## src/rtl/srpg_pkg.sv

```systemverilog
// ----------------------------------------------------------------------------
// srpg_pkg
// Shared widths, register indexes, reset values and the controller/datapath
// command and status types of the linear ramp step pulse generator.
// ----------------------------------------------------------------------------
`timescale 1ns / 1ps
`default_nettype none

package srpg_pkg;

  localparam int BASE_W     = 20;  // half-period registers
  localparam int CNT_W      = 16;  // step count field
  localparam int MULT_W     = 5;   // microstep multiplier register
  localparam int MM_W       = 9;   // mult * mult, up to 256
  localparam int DEN_W      = 24;  // mult * mult * count, below 2^24
  localparam int PULSE_W    = 20;  // count * mult, below 2^20
  localparam int AXIS_W     = 2;
  localparam int CFG_IDX_W  = 2;
  localparam int CFG_DATA_W = 20;

  localparam logic [CFG_IDX_W-1:0] CFG_START = 2'd0;
  localparam logic [CFG_IDX_W-1:0] CFG_MIN   = 2'd1;
  localparam logic [CFG_IDX_W-1:0] CFG_MULT  = 2'd2;

  localparam logic OP_TICK  = 1'b0;
  localparam logic OP_START = 1'b1;

  localparam logic [AXIS_W-1:0] AXIS_NONE = 2'd3;

  localparam logic [BASE_W-1:0] RST_START = 20'd1000;
  localparam logic [BASE_W-1:0] RST_MIN   = 20'd100;
  localparam logic [MULT_W-1:0] RST_MULT  = 5'd1;
  localparam logic [MULT_W-1:0] MULT_MIN  = 5'd1;
  localparam logic [MULT_W-1:0] MULT_MAX  = 5'd16;

  // controller -> datapath
  typedef struct packed {
    logic accept;     // input word taken this cycle
    logic sel_slope;  // divider operands: slope (1) or base half-period (0)
    logic base_cap;   // base quotient ready
    logic load;       // slope quotient ready, arm the segment
  } srpg_cmd_t;

  // datapath -> controller
  typedef struct packed {
    logic launch;     // current input word starts a segment needing the divider
    logic out_stall;  // result register full and not being drained
  } srpg_sts_t;

endpackage

`default_nettype wire

```

## src/rtl/srpg_div.sv

```systemverilog
// ----------------------------------------------------------------------------
// srpg_div
// Restoring unsigned divider, one quotient bit per cycle.
// ----------------------------------------------------------------------------
`timescale 1ns / 1ps
`default_nettype none

module srpg_div #(
  parameter int NUM_W = 36,
  parameter int DEN_W = 24
) (
  input  wire logic             clk_i,
  input  wire logic             rst_ni,
  input  wire logic             start_i,
  input  wire logic [NUM_W-1:0] num_i,
  input  wire logic [DEN_W-1:0] den_i,
  output logic                  done_o,
  output logic      [NUM_W-1:0] quo_o
);

  localparam int CW = $clog2(NUM_W + 1);

  logic [CW-1:0]    cnt_q, cnt_d;
  logic             done_q, done_d;
  logic [NUM_W-1:0] quo_q, quo_d;
  logic [DEN_W-1:0] rem_q, rem_d;
  logic [DEN_W-1:0] den_q, den_d;
  logic [DEN_W:0]   rem_sh;
  logic [DEN_W:0]   diff;
  logic             ge;

  assign rem_sh = {rem_q, quo_q[NUM_W-1]};
  assign diff   = rem_sh - {1'b0, den_q};
  assign ge     = rem_sh >= {1'b0, den_q};

  always_comb begin
    cnt_d  = cnt_q;
    quo_d  = quo_q;
    rem_d  = rem_q;
    den_d  = den_q;
    done_d = 1'b0;
    if (start_i) begin
      cnt_d = CW'(NUM_W);
      quo_d = num_i;
      rem_d = '0;
      den_d = den_i;
    end else if (cnt_q != '0) begin
      cnt_d  = cnt_q - CW'(1);
      quo_d  = {quo_q[NUM_W-2:0], ge};
      rem_d  = ge ? diff[DEN_W-1:0] : rem_sh[DEN_W-1:0];
      done_d = (cnt_q == CW'(1));
    end
  end

  always_ff @(posedge clk_i or negedge rst_ni) begin
    if (!rst_ni) begin
      cnt_q  <= '0;
      done_q <= 1'b0;
    end else begin
      cnt_q  <= cnt_d;
      done_q <= done_d;
    end
  end

  always_ff @(posedge clk_i) begin
    quo_q <= quo_d;
    rem_q <= rem_d;
    den_q <= den_d;
  end

  assign done_o = done_q;
  assign quo_o  = quo_q;

endmodule

`default_nettype wire

```

## src/rtl/srpg_ctrl.sv

```systemverilog
// ----------------------------------------------------------------------------
// srpg_ctrl
// Sequencer: takes words, runs the base and slope divisions for a start.
// ----------------------------------------------------------------------------
`timescale 1ns / 1ps
`default_nettype none

module srpg_ctrl (
  input  wire logic                clk_i,
  input  wire logic                rst_ni,
  input  wire logic                s_valid_i,
  input  wire srpg_pkg::srpg_sts_t sts_i,
  input  wire logic                div_done_i,
  output logic                     s_ready_o,
  output logic                     div_start_o,
  output srpg_pkg::srpg_cmd_t      cmd_o
);

  localparam logic [1:0] ST_IDLE  = 2'd0;
  localparam logic [1:0] ST_BASE  = 2'd1;
  localparam logic [1:0] ST_SLOPE = 2'd2;

  logic [1:0] state_q, state_d;
  logic       accept;

  assign s_ready_o = (state_q == ST_IDLE) && !sts_i.out_stall;
  assign accept    = s_valid_i && s_ready_o;

  always_comb begin
    state_d     = state_q;
    div_start_o = 1'b0;
    unique case (state_q)
      ST_IDLE: begin
        if (accept && sts_i.launch) begin
          div_start_o = 1'b1;
          state_d     = ST_BASE;
        end
      end
      ST_BASE: begin
        if (div_done_i) begin
          div_start_o = 1'b1;
          state_d     = ST_SLOPE;
        end
      end
      ST_SLOPE: begin
        if (div_done_i) begin
          state_d = ST_IDLE;
        end
      end
      default: begin
        state_d = ST_IDLE;
      end
    endcase
  end

  always_comb begin
    cmd_o.accept    = accept;
    cmd_o.sel_slope = (state_q == ST_BASE);
    cmd_o.base_cap  = (state_q == ST_BASE) && div_done_i;
    cmd_o.load      = (state_q == ST_SLOPE) && div_done_i;
  end

  always_ff @(posedge clk_i or negedge rst_ni) begin
    if (!rst_ni) begin
      state_q <= ST_IDLE;
    end else begin
      state_q <= state_d;
    end
  end

endmodule

`default_nettype wire

```

## src/rtl/srpg_dp.sv

```systemverilog
// ----------------------------------------------------------------------------
// srpg_dp
// Datapath: config registers, segment state, tick countdown, period ramp
// and the result register.
// ----------------------------------------------------------------------------
`timescale 1ns / 1ps
`default_nettype none

module srpg_dp #(
  parameter int FRAC_BITS   = 16,
  parameter int PERIOD_BITS = 20
) (
  input  wire logic                              clk_i,
  input  wire logic                              rst_ni,
  input  wire srpg_pkg::srpg_cmd_t               cmd_i,
  output srpg_pkg::srpg_sts_t                    sts_o,
  // input word
  input  wire logic                              op_i,
  input  wire logic                              ramp_down_i,
  input  wire logic                              direction_i,
  input  wire logic [srpg_pkg::AXIS_W-1:0]       axis_i,
  input  wire logic [srpg_pkg::CNT_W-1:0]        step_count_i,
  // config
  input  wire logic                              cfg_we_i,
  input  wire logic [srpg_pkg::CFG_IDX_W-1:0]    cfg_idx_i,
  input  wire logic [srpg_pkg::CFG_DATA_W-1:0]   cfg_data_i,
  // divider
  output logic [srpg_pkg::BASE_W+FRAC_BITS-1:0]  div_num_o,
  output logic [srpg_pkg::DEN_W-1:0]             div_den_o,
  input  wire logic [srpg_pkg::BASE_W+FRAC_BITS-1:0] div_quo_i,
  // result word
  input  wire logic                              m_ready_i,
  output logic                                   m_valid_o,
  output logic                                   step_level_o,
  output logic                                   dir_level_o,
  output logic [srpg_pkg::AXIS_W-1:0]            active_axis_o,
  output logic                                   busy_res_o,
  output logic                                   segment_done_o,
  output logic [srpg_pkg::BASE_W-1:0]            current_half_period_o
);

  localparam int ACC_W = srpg_pkg::BASE_W + FRAC_BITS;
  localparam int PW    = (PERIOD_BITS > srpg_pkg::BASE_W) ? PERIOD_BITS : srpg_pkg::BASE_W;
  localparam int SUM_W = PW + 2;
  localparam logic [63:0]   PMAX64 = (64'd1 << PERIOD_BITS) - 64'd1;
  localparam logic [PW-1:0] PMAX   = PMAX64[PW-1:0];

  // config
  logic [srpg_pkg::BASE_W-1:0] start_q, min_q;
  logic [srpg_pkg::MULT_W-1:0] mult_q;

  // segment state
  logic                         running_q, running_d;
  logic                         down_q, down_d;
  logic [srpg_pkg::AXIS_W-1:0]  axis_q, axis_d;
  logic                         dir_q, dir_d;
  logic                         pin_q, pin_d;
  logic [PW-1:0]                ticks_q, ticks_d;
  logic [srpg_pkg::PULSE_W-1:0] pulses_q, pulses_d;
  logic [PW-1:0]                period_q, period_d;
  logic [ACC_W-1:0]             acc_q, acc_d;
  logic [ACC_W-1:0]             slope_q, slope_d;

  // start operands
  logic [srpg_pkg::BASE_W-1:0]  base_q;
  logic [srpg_pkg::MULT_W-1:0]  m_q;
  logic [srpg_pkg::MM_W-1:0]    mm_q;
  logic [srpg_pkg::CNT_W-1:0]   count_q;
  logic [srpg_pkg::DEN_W-1:0]   den_q;

  // result register
  logic                         ovalid_q;
  logic                         ostep_q, odir_q, obusy_q, odone_q;
  logic [srpg_pkg::AXIS_W-1:0]  oaxis_q;
  logic [srpg_pkg::BASE_W-1:0]  operiod_q;

  logic [srpg_pkg::MULT_W-1:0]  mclamp;
  logic                         start_ok, launch, capture, done_c;
  logic [srpg_pkg::BASE_W-1:0]  off, diff_cfg;
  logic [SUM_W-1:0]             sum;
  logic [PW-1:0]                next_p, base_sat, ticks_dec;
  logic [srpg_pkg::PULSE_W-1:0] pulses_dec;

  function automatic logic [PW-1:0] half_ticks(input logic [PW-1:0] p);
    return (p == '0) ? PW'(1) : p;
  endfunction

  always_comb begin
    if (mult_q == '0) begin
      mclamp = srpg_pkg::MULT_MIN;
    end else if (mult_q > srpg_pkg::MULT_MAX) begin
      mclamp = srpg_pkg::MULT_MAX;
    end else begin
      mclamp = mult_q;
    end
  end

  assign start_ok = (op_i == srpg_pkg::OP_START) && !running_q
                    && (axis_i != srpg_pkg::AXIS_NONE);
  assign launch   = start_ok && (step_count_i != '0);

  assign sts_o.launch    = launch;
  assign sts_o.out_stall = ovalid_q && !m_ready_i;

  // base divide starts on the accepting edge, so it reads the live input
  assign diff_cfg = start_q - min_q;
  always_comb begin
    if (cmd_i.sel_slope) begin
      div_num_o = (start_q >= min_q) ? {diff_cfg, {FRAC_BITS{1'b0}}} : '0;
      div_den_o = den_q;
    end else begin
      div_num_o = ACC_W'(ramp_down_i ? min_q : start_q);
      div_den_o = srpg_pkg::DEN_W'(mclamp);
    end
  end

  // ramp step: base -/+ integer part of the accumulated slope
  assign off      = acc_q[ACC_W-1:FRAC_BITS];
  assign sum      = SUM_W'(base_q) + SUM_W'(off);
  assign base_sat = (PW'(base_q) > PMAX) ? PMAX : PW'(base_q);
  always_comb begin
    if (down_q) begin
      next_p = (sum > SUM_W'(PMAX)) ? PMAX : sum[PW-1:0];
    end else begin
      next_p = (off >= base_q) ? '0 : PW'(base_q - off);
    end
  end

  assign ticks_dec  = ticks_q - PW'(1);
  assign pulses_dec = pulses_q - srpg_pkg::PULSE_W'(1);

  always_comb begin
    running_d = running_q;
    down_d    = down_q;
    axis_d    = axis_q;
    dir_d     = dir_q;
    pin_d     = pin_q;
    ticks_d   = ticks_q;
    pulses_d  = pulses_q;
    period_d  = period_q;
    acc_d     = acc_q;
    slope_d   = slope_q;
    done_c    = 1'b0;
    if (cmd_i.accept) begin
      if (op_i == srpg_pkg::OP_START) begin
        if (start_ok) begin
          axis_d = axis_i;
          dir_d  = direction_i;
          down_d = ramp_down_i;
          if (step_count_i == '0) begin
            pin_d  = 1'b0;
            done_c = 1'b1;
          end
        end
      end else if (running_q) begin
        ticks_d = ticks_dec;
        if (ticks_dec == '0) begin
          if (pin_q) begin
            pin_d   = 1'b0;
            ticks_d = half_ticks(period_q);
          end else begin
            pulses_d = pulses_dec;
            if (pulses_dec == '0) begin
              running_d = 1'b0;
              done_c    = 1'b1;
            end else begin
              period_d = next_p;
              acc_d    = acc_q + slope_q;
              pin_d    = 1'b1;
              ticks_d  = half_ticks(next_p);
            end
          end
        end
      end
    end
    if (cmd_i.load) begin
      slope_d   = div_quo_i;
      acc_d     = '0;
      period_d  = base_sat;
      pulses_d  = srpg_pkg::PULSE_W'(count_q) * srpg_pkg::PULSE_W'(m_q);
      pin_d     = 1'b1;
      ticks_d   = half_ticks(base_sat);
      running_d = 1'b1;
    end
  end

  assign capture = (cmd_i.accept && !launch) || cmd_i.load;

  always_ff @(posedge clk_i or negedge rst_ni) begin
    if (!rst_ni) begin
      start_q   <= srpg_pkg::RST_START;
      min_q     <= srpg_pkg::RST_MIN;
      mult_q    <= srpg_pkg::RST_MULT;
      running_q <= 1'b0;
      down_q    <= 1'b0;
      axis_q    <= '0;
      dir_q     <= 1'b0;
      pin_q     <= 1'b0;
      ticks_q   <= '0;
      pulses_q  <= '0;
      period_q  <= '0;
      acc_q     <= '0;
      slope_q   <= '0;
      ovalid_q  <= 1'b0;
    end else begin
      if (cfg_we_i) begin
        unique case (cfg_idx_i)
          srpg_pkg::CFG_START: start_q <= cfg_data_i;
          srpg_pkg::CFG_MIN:   min_q   <= cfg_data_i;
          srpg_pkg::CFG_MULT:  mult_q  <= cfg_data_i[srpg_pkg::MULT_W-1:0];
          default: ;
        endcase
      end
      running_q <= running_d;
      down_q    <= down_d;
      axis_q    <= axis_d;
      dir_q     <= dir_d;
      pin_q     <= pin_d;
      ticks_q   <= ticks_d;
      pulses_q  <= pulses_d;
      period_q  <= period_d;
      acc_q     <= acc_d;
      slope_q   <= slope_d;
      if (capture) begin
        ovalid_q <= 1'b1;
      end else if (m_ready_i) begin
        ovalid_q <= 1'b0;
      end
    end
  end

  always_ff @(posedge clk_i) begin
    if (cmd_i.accept && launch) begin
      m_q     <= mclamp;
      mm_q    <= srpg_pkg::MM_W'(mclamp) * srpg_pkg::MM_W'(mclamp);
      count_q <= step_count_i;
    end
    den_q <= srpg_pkg::DEN_W'(mm_q) * srpg_pkg::DEN_W'(count_q);
    if (cmd_i.base_cap) begin
      base_q <= div_quo_i[srpg_pkg::BASE_W-1:0];
    end
    if (capture) begin
      ostep_q   <= running_d && pin_d;
      odir_q    <= !dir_d;
      oaxis_q   <= axis_d;
      obusy_q   <= running_d;
      odone_q   <= done_c;
      operiod_q <= period_d[srpg_pkg::BASE_W-1:0];
    end
  end

  assign m_valid_o             = ovalid_q;
  assign step_level_o          = ostep_q;
  assign dir_level_o           = odir_q;
  assign active_axis_o         = oaxis_q;
  assign busy_res_o            = obusy_q;
  assign segment_done_o        = odone_q;
  assign current_half_period_o = operiod_q;

endmodule

`default_nettype wire

```

## src/rtl/stepper_linear_ramp_pulse_generator.sv

```systemverilog
// ----------------------------------------------------------------------------
// stepper_linear_ramp_pulse_generator
// Step pulse generator with a linear half-period ramp per segment.
//
//  channel   dir  handshake                  contents
//  s_axis    in   tvalid/tready              tick or start command
//  m_axis    out  tvalid/tready              pin levels and status, one per word
//  cfg       in   cfg_we_i                   start/min half-period, multiplier
//
// Tick words are registered directly and stream back to back unless stalled.
// A start word that arms a segment runs two divisions through the shared
// restoring divider (base half-period, then slope), one bit per cycle:
// its result leaves after the slope division, with input held off meanwhile.
// The result register is the stall point: input waits while it is full and not drained.
// Reset clears the segment state and loads the config defaults.
// ----------------------------------------------------------------------------
`timescale 1ns / 1ps
`default_nettype none

module stepper_linear_ramp_pulse_generator #(
  parameter int FRAC_BITS   = 16,
  parameter int PERIOD_BITS = 20
) (
  input  wire logic        clk_i,
  input  wire logic        rst_ni,
  // input word
  input  wire logic        s_axis_tvalid,
  output logic             s_axis_tready,
  input  wire logic [23:0] s_axis_tdata,  // ramp_down, direction, axis[1:0], step_count[15:0]
  input  wire logic        s_axis_tuser,  // operation
  // result word
  output logic             m_axis_tvalid,
  input  wire logic        m_axis_tready,
  output logic [31:0]      m_axis_tdata,  // step_level, dir_level, active_axis[1:0],
                                          // busy_res, current_half_period[19:0]
  output logic             m_axis_tlast,  // segment_done
  // config
  input  wire logic                              cfg_we_i,
  input  wire logic [srpg_pkg::CFG_IDX_W-1:0]    cfg_idx_i,
  input  wire logic [srpg_pkg::CFG_DATA_W-1:0]   cfg_data_i
);

  localparam int ACC_W = srpg_pkg::BASE_W + FRAC_BITS;

  srpg_pkg::srpg_cmd_t          cmd;
  srpg_pkg::srpg_sts_t          sts;
  logic                         div_start, div_done;
  logic [ACC_W-1:0]             div_num, div_quo;
  logic [srpg_pkg::DEN_W-1:0]   div_den;
  logic                         step_level, dir_level, busy_res;
  logic [srpg_pkg::AXIS_W-1:0]  active_axis;
  logic [srpg_pkg::BASE_W-1:0]  cur_period;

  srpg_ctrl u_ctrl (
    .clk_i       (clk_i),
    .rst_ni      (rst_ni),
    .s_valid_i   (s_axis_tvalid),
    .sts_i       (sts),
    .div_done_i  (div_done),
    .s_ready_o   (s_axis_tready),
    .div_start_o (div_start),
    .cmd_o       (cmd)
  );

  srpg_div #(
    .NUM_W (ACC_W),
    .DEN_W (srpg_pkg::DEN_W)
  ) u_div (
    .clk_i   (clk_i),
    .rst_ni  (rst_ni),
    .start_i (div_start),
    .num_i   (div_num),
    .den_i   (div_den),
    .done_o  (div_done),
    .quo_o   (div_quo)
  );

  srpg_dp #(
    .FRAC_BITS   (FRAC_BITS),
    .PERIOD_BITS (PERIOD_BITS)
  ) u_dp (
    .clk_i                 (clk_i),
    .rst_ni                (rst_ni),
    .cmd_i                 (cmd),
    .sts_o                 (sts),
    .op_i                  (s_axis_tuser),
    .ramp_down_i           (s_axis_tdata[0]),
    .direction_i           (s_axis_tdata[1]),
    .axis_i                (s_axis_tdata[3:2]),
    .step_count_i          (s_axis_tdata[19:4]),
    .cfg_we_i              (cfg_we_i),
    .cfg_idx_i             (cfg_idx_i),
    .cfg_data_i            (cfg_data_i),
    .div_num_o             (div_num),
    .div_den_o             (div_den),
    .div_quo_i             (div_quo),
    .m_ready_i             (m_axis_tready),
    .m_valid_o             (m_axis_tvalid),
    .step_level_o          (step_level),
    .dir_level_o           (dir_level),
    .active_axis_o         (active_axis),
    .busy_res_o            (busy_res),
    .segment_done_o        (m_axis_tlast),
    .current_half_period_o (cur_period)
  );

  assign m_axis_tdata = {7'd0, cur_period, busy_res, active_axis, dir_level, step_level};

`ifndef SYNTH
  // segment arm must never overwrite a pending result
  a_load_out_free: assert property (@(posedge clk_i) disable iff (!rst_ni)
    cmd.load |-> !m_axis_tvalid)
    else $error("segment armed while result register full");

  // armed segment reports busy in the next result
  a_load_busy: assert property (@(posedge clk_i) disable iff (!rst_ni)
    cmd.load |=> (m_axis_tvalid && m_axis_tdata[4] && !m_axis_tlast))
    else $error("armed segment result not busy");

  // no input taken while a division runs
  a_div_blocks_input: assert property (@(posedge clk_i) disable iff (!rst_ni)
    div_start |=> !s_axis_tready)
    else $error("input ready during division");
`endif

endmodule

`default_nettype wire
```

## config.mk

```make
export PLATFORM = sky130hd
export DESIGN_NAME = stepper_linear_ramp_pulse_generator
export DESIGN_NICKNAME = d
export VERILOG_FILES = /design/src/rtl/srpg_pkg.sv /design/src/rtl/srpg_div.sv /design/src/rtl/srpg_ctrl.sv /design/src/rtl/srpg_dp.sv /design/src/rtl/stepper_linear_ramp_pulse_generator.sv
export SDC_FILE = /design/constraint.sdc
export NUM_CORES = 1
export LEC_CHECK = 0
export ABC_CLOCK_PERIOD_IN_PS = 4600
export BUFFER_PORTS_ARGS = -buffer_cell sky130_fd_sc_hd__buf_4
export CORE_MARGIN = 2
export CORE_UTILIZATION = 58
export CTS_CLUSTER_SIZE = 25
export DETAILED_ROUTE_END_ITERATION = 10
export GPL_TIMING_DRIVEN = 0
export PLACE_DENSITY = 0.78
export SLEW_MARGIN = 20
export SYNTH_ARGS = -nofsm -noshare
export SYNTH_HDL_FRONTEND = slang
export SYNTH_SLANG_ARGS = --single-unit
```

## constraint.sdc

```tcl
create_clock -name clk_i -period 4.6 [get_ports clk_i]
set_input_delay 0.23 -clock clk_i [delete_from_list [all_inputs] [get_ports clk_i]]
set_output_delay 0.23 -clock clk_i [all_outputs]
set_load 0.01 [all_outputs]
```

; Yosys cells after proc, flatten, opt, wreduce, memory -nomap -nowiden
; Cells that the tools add are included.
[classes]
n_mul = 3
order_cmp = 6
n_mux = 84
n_addsub = 8
eq_ne = 12
reduce_logical = 41
[ops]
columns = cell, count
row1 = 20-bit two-way mux, 28
row2 = 36-bit two-way mux, 11
row3 = 20-bit zero test, 5
row4 = 20-bit >= comparator, 2
row5 = 20-bit by 1-bit subtractor with 20-bit output (second input constant), 2
row6 = 20-bit subtractor, 2
row7 = 36-bit adder, 1
row8 = 1-bit two-way mux, 31
row9 = 25-bit by 24-bit >= comparator with 1-bit output, 1
row10 = 9-bit by 16-bit multiplier with 24-bit output, 1
row11 = 24-bit two-way mux, 1
row12 = 24-bit subtractor, 1
row13 = 22-bit by 20-bit > comparator with 1-bit output (second input constant), 1
row14 = 20-bit by 20-bit adder with 21-bit output, 1
row15 = 20-bit > comparator (second input constant), 1
row16 = 16-bit by 5-bit multiplier with 20-bit output, 1
row17 = 16-bit zero test, 1
row18 = 16-bit nonzero test, 1
row19 = 5-bit two-way mux, 3
row20 = 2-bit two-way mux, 6
row21 = 6-bit two-way mux, 2
row22 = 1-bit logical AND, 11
row23 = 2-bit by 1-bit inequality test with 1-bit output (second input constant), 5
row24 = 2-bit nonzero test, 5
row25 = 18 further kinds, 30
[totals]
inputBits = 52
regBits = 377

; Logic depth before layout (Yosys ltp)
[logic_depth]
word_depth = 13
mapped_depth = 24

; Cells and area by module
; A second synthesis with hierarchy kept.
[hier_totals]
hier_cells = 3031
hier_area_um2 = 28837.7
[by_module_without_submodules]
columns = mod, instances, area_per_inst_um2, seq_area_each_um2, cells_per_inst
row1 = srpg_dp, 1, 23814.1, 7319.5, 2584
row2 = srpg_div, 1, 4802.1, 2457.4, 419
row3 = srpg_ctrl, 1, 142.6, 50.0, 17
row4 = stepper_linear_ramp_pulse_generator, 1, 78.8, 0.0, 11

; Worst setup path before layout
; Ideal clock, no wire load.
[synth_timing]
path_type = flip-flop to flip-flop
from = reg u_dp.mm_q[7] (netlist name)
to = reg u_dp.den_q[23] (netlist name)
required_time_ns = 4.528
arrival_time_ns = 4.982
setup_slack_ns = -0.454
path_stages_with_launch = 20
cell_sequence = edfxtp_1 clkbuf_1 nand2_1 fa_1 fa_1 inv_1 fa_1 fa_1 ha_1 nand2_1 o21ai_0 o41ai_1 o2111ai_1 a31oi_1 nor2b_1 o21ai_0 a21oi_1 a21o_1 a21oi_1 xnor2_1
[synth_between]
elab_chain_len = 1
[synth_rtl]
columns = item, line
row1 = from (decl), srpg_dp.sv:67  ; logic [srpg_pkg::MM_W-1:0] mm_q;
row2 = from (signal assigned), srpg_dp.sv:235  ; mm_q <= srpg_pkg::MM_W'(mclamp) * srpg_pkg::MM_W'(mclamp);
row3 = 9-bit by 16-bit multiplier with 24-bit output, srpg_dp.sv:238  ; den_q <= srpg_pkg::DEN_W'(mm_q) * srpg_pkg::DEN_W'(count_q);
row4 = to (signal assigned), srpg_dp.sv:238
row5 = to (decl), srpg_dp.sv:69  ; logic [srpg_pkg::DEN_W-1:0] den_q;
; Every way passes these cells.
; A chain may end at the register's enable or synchronous reset.

; Worst setup path after layout
[layout_timing]
from = reg u_dp.mm_q[5] (netlist name)
to = reg u_dp.den_q[22] (netlist name)
; The elaborated chain is that of the path after synthesis.

==> impl_metrics.ini <==
[run_status]
status = finished with violations
violations = setup timing

[sta]
slew_headroom = 0.271
hold_violations = 0
hold_ws_ns = 0.0599
grt_setup_unrepaired = true
fin_crit_sh = 1.09
tns_ns = -1.60
setup_viol = 9
worstMarginPinSlew_ns = 1.09
fmax_mhz = 199
period_needed_ns = 5.02
setup_ws_ns = -0.423
slew_viol_final = 0
clock-skew-final_ns = 0.0280

[die]
core-area_um2 = 47800
die_area_um2 = 50300
row_count = 80
start_util = 0.588
fp.dieW_um = 224
die_h_um = 224
pin_count = 87

[power_and_ir_drop]
power.share.sequential = 0.410
p_int_uw = 8050
switchingPower_uw = 4650
swShare = 0.366
power.density_nw_per_um2 = 391
clockPowerShare = 0.264
p_leak_uw = 0.0145
combPwrFrac = 0.326
ir_drop_mv = 0.368
p_total_uw = 12700

[detailed_routing]
drt-total-wl_um = 85100
met3_length_um = 6410
avgViaCountPerCell = 6.16
wl_per_cell_um = 21.7
via_count = 24200
ant_nets = 0
drc = 0
drt-initial-drc-count = 2146
wl_met2_um = 40100
top_layer = met4
firstDrtPassIters = 5
m1WireLength_um = 33900

[critical_path]
crit_top_cell = fa_1
startpoint = u_dp.mm_q[5]
reg2reg_from = u_dp.mm_q[5]
cp-end-kind = flop
path_cells = clkbuf_8, and2_4, fa_1, fa_1, fa_1, fa_1, ha_4, or3_4, o21ai_2, a21oi_2, nand4_1, nand4_1, a31oi_2, nor2b_1, o21a_1, o41a_1, xor2_1
critPathLaunchType = flop
cpPeakStageDelay_ns = 0.56
slowest_stage = fa_1
critPathKind = flop to flop
cp.required_ns = 5.07
crit_family = adder cells
worstPathMaxFanout = 4
path_buf_inv = 1
crit_arrival_ns = 5.49

[logic_synthesis]
synthTopCellsByArea = dfrtp_1, edfxtp_1, ha_1
synth_edf_count = 134
synth_area_um2 = 28100
yosysWarningCount = 0
synth_cell_types = 99
synthesis.instances = 3035
yosysTopAreaCellShare = 0.163
synthFlopType = dfrtp_1
ys_seq_elements = 375
yosysSeqAreaShare = 0.349
syn_area_per_cell_um2 = 9.27
yosysTopAreaCell = dfrtp_1
ys_async_sr_fraction = 0.515

[placed_design]
post-dp-hpwl_um = 63200
numPortBuffers = 74
pre_cts_ws_ns = -0.918
globalplace.congestion = 0.967

[grt]
grt_pass1_wl_um = 134000
groute.usage.overall = 0.340
antenna_found_initial = 1
grt_max_degree = 92
gr-total-overflow = 0
grt_pass1_vias = 24500

[cells_and_area]
finalNetCount = 3670
fill_cells = 3672
area_growth_pct = 15.5
mostFrequentLayoutCell = nand2_1
num_antenna_cells = 0
drive_gt1_frac = 0.131
mostFrequentLayoutCells = nand2_1, inv_1, ha_1

[cts]
cts_num_sinks = 375
htree_levels = 2
cts_tree = done
insertion_delay_ns = 0.60
ctsLongestPathBuffers = 3
cts_buffers = 43
clkTransAtPathRegs_ns = 0.06
cts_root_buffer = clkbuf_16

[min_path]
worstHoldStart = cfg_idx_i[1]
hold_class = input port to flop

[run]
drv_cap = 0
[Yosys cell counts (9+ instances only)]
cell        n
clkbuf_1  114
dfrtp_1   183
mux2_2     49
o221ai_1   10
a31oi_1    17
buf_2      12
inv_1     239
a221oi_1    9
a21boi_0   12
nor4_1     35
nor2b_1    32
o211ai_1   20
ha_1      217
nor3_1     49
nand2b_1   28
xnor2_1    88
o21bai_1   19
dfxtp_1    48
nor2_1    167
mux2i_1    34
o21ai_0   180
and2_1    128
or3_1      22
a21oi_1   147
a22oi_1    18
buf_4      11
fa_1      132
a21o_1     54
nand4_1    25
o31ai_1    38
a211oi_1   28
dfstp_2    10
nand3_1    82
o21a_1     23
nand2_1   408
xor2_1     52
and3_1     13
edfxtp_1  134
[flip-flops by register name, indices dropped and copies added (netlist names), 8 cells and up]
register / count
u_dp.den_q: 24
u_dp.ticks_q: 20
u_dp.acc_q: 36
u_dp.count_q: 16
u_dp.period_q: 20
u_dp.mm_q: 8
u_div.quo_o: 36
u_dp.base_q: 20
u_div.rem_q: 24
u_dp.start_q: 20
u_dp.current_half_period_o: 20
u_dp.min_q: 20
u_dp.slope_q: 36
u_div.den_q: 24
u_dp.pulses_q: 20
[path summary, 6_finish.rpt]
check,slack [ns],to,cells past startpoint
min reg2reg,0.46,u_div.rem_q[23],2
max reg2reg,-0.42,u_dp.den_q[22],17
min,0.06,u_dp.start_q[1],3
max in group asynchronous,3.62,u_dp.ticks_q[5],3
min in group asynchronous,0.13,u_dp.slope_q[17],2
max,-0.42,u_dp.den_q[22],17
[kinds of logic (layout without fill, tap and decap cells)]
group	Yosys count	count (layout)	synth area share
fa+ha+maj	349	349	0.190
other cells	1	11	0.000133
mux	83	83	0.0317
flops	375	375	0.349
compound gates	664	664	0.153
buf+inv	387	646	0.0539
simple gates	1036	1036	0.179
xor+xnor	140	140	0.0436
[timing repair]
item                                    4_1_cts  5_1_grt
endpoints found under the setup margin       16       24
endpoints found under the hold margin       182        0
hold buffers                                 41        0
cloned                                        1        0
resized for setup                            67       82
pin swaps                                    47       54
buffers inserted                             43       22
[power groups by stage]
stage	Clock, uW	Combinational [uW]	Sequential, uW
5_1_grt	3490	4590	5280
4_1_cts	3370	4050	5170
2_1_floorplan	0	2980	4930
6_report	3360	4140	5210
3_3_place_gp	0	3830	5200
3_5_place_dp	0	3990	5230
[worst register-to-register path: stages (launching register included)]
cell and delay, ns:
edfxtp_1 0.51, clkbuf_8 0.21, and2_4 0.14, fa_1 0.56
fa_1 0.47, fa_1 0.51, fa_1 0.55, ha_4 0.22
or3_4 0.38, o21ai_2 0.09, a21oi_2 0.07, nand4_1 0.13
nand4_1 0.12, a31oi_2 0.19, nor2b_1 0.08, o21a_1 0.21
o41a_1 0.33, xor2_1 0.15
[layout make-up]
cell class / count / area (um^2) / area share
clock inverter: 23 / 189 / 0.00581
timing repair buffer: 182 / 1590 / 0.0488
inverter: 242 / 908 / 0.0280
sequential: 375 / 9830 / 0.302
clock buffer: 57 / 1160 / 0.0357
tap: 615 / 769 / 0.0237
buffer: 142 / 737 / 0.0227
multi-input combinational: 2283 / 17300 / 0.533
[metrics by stage]
stage | instance area, um^2 | util | cells
6_report | 32500 | 0.679 | 3919
5_1_grt | 32500 | 0.679 | 3919
4_1_cts | 32100 | 0.670 | 3901
3_5_place_dp | 29700 | 0.621 | 3737
3_3_place_gp | 29600 | 0.619 | 3734
2_1_floorplan | 28300 | - | 3045
[metal layers]
layer  vias to the layer above  track usage
met5                         -            0
met2                      1160        0.567
met1                     11700        0.440
met3                       278       0.0438
li1                      11000            -
met4                         0        0.167
No activity file was read; power rests on OpenSTA's default activity.
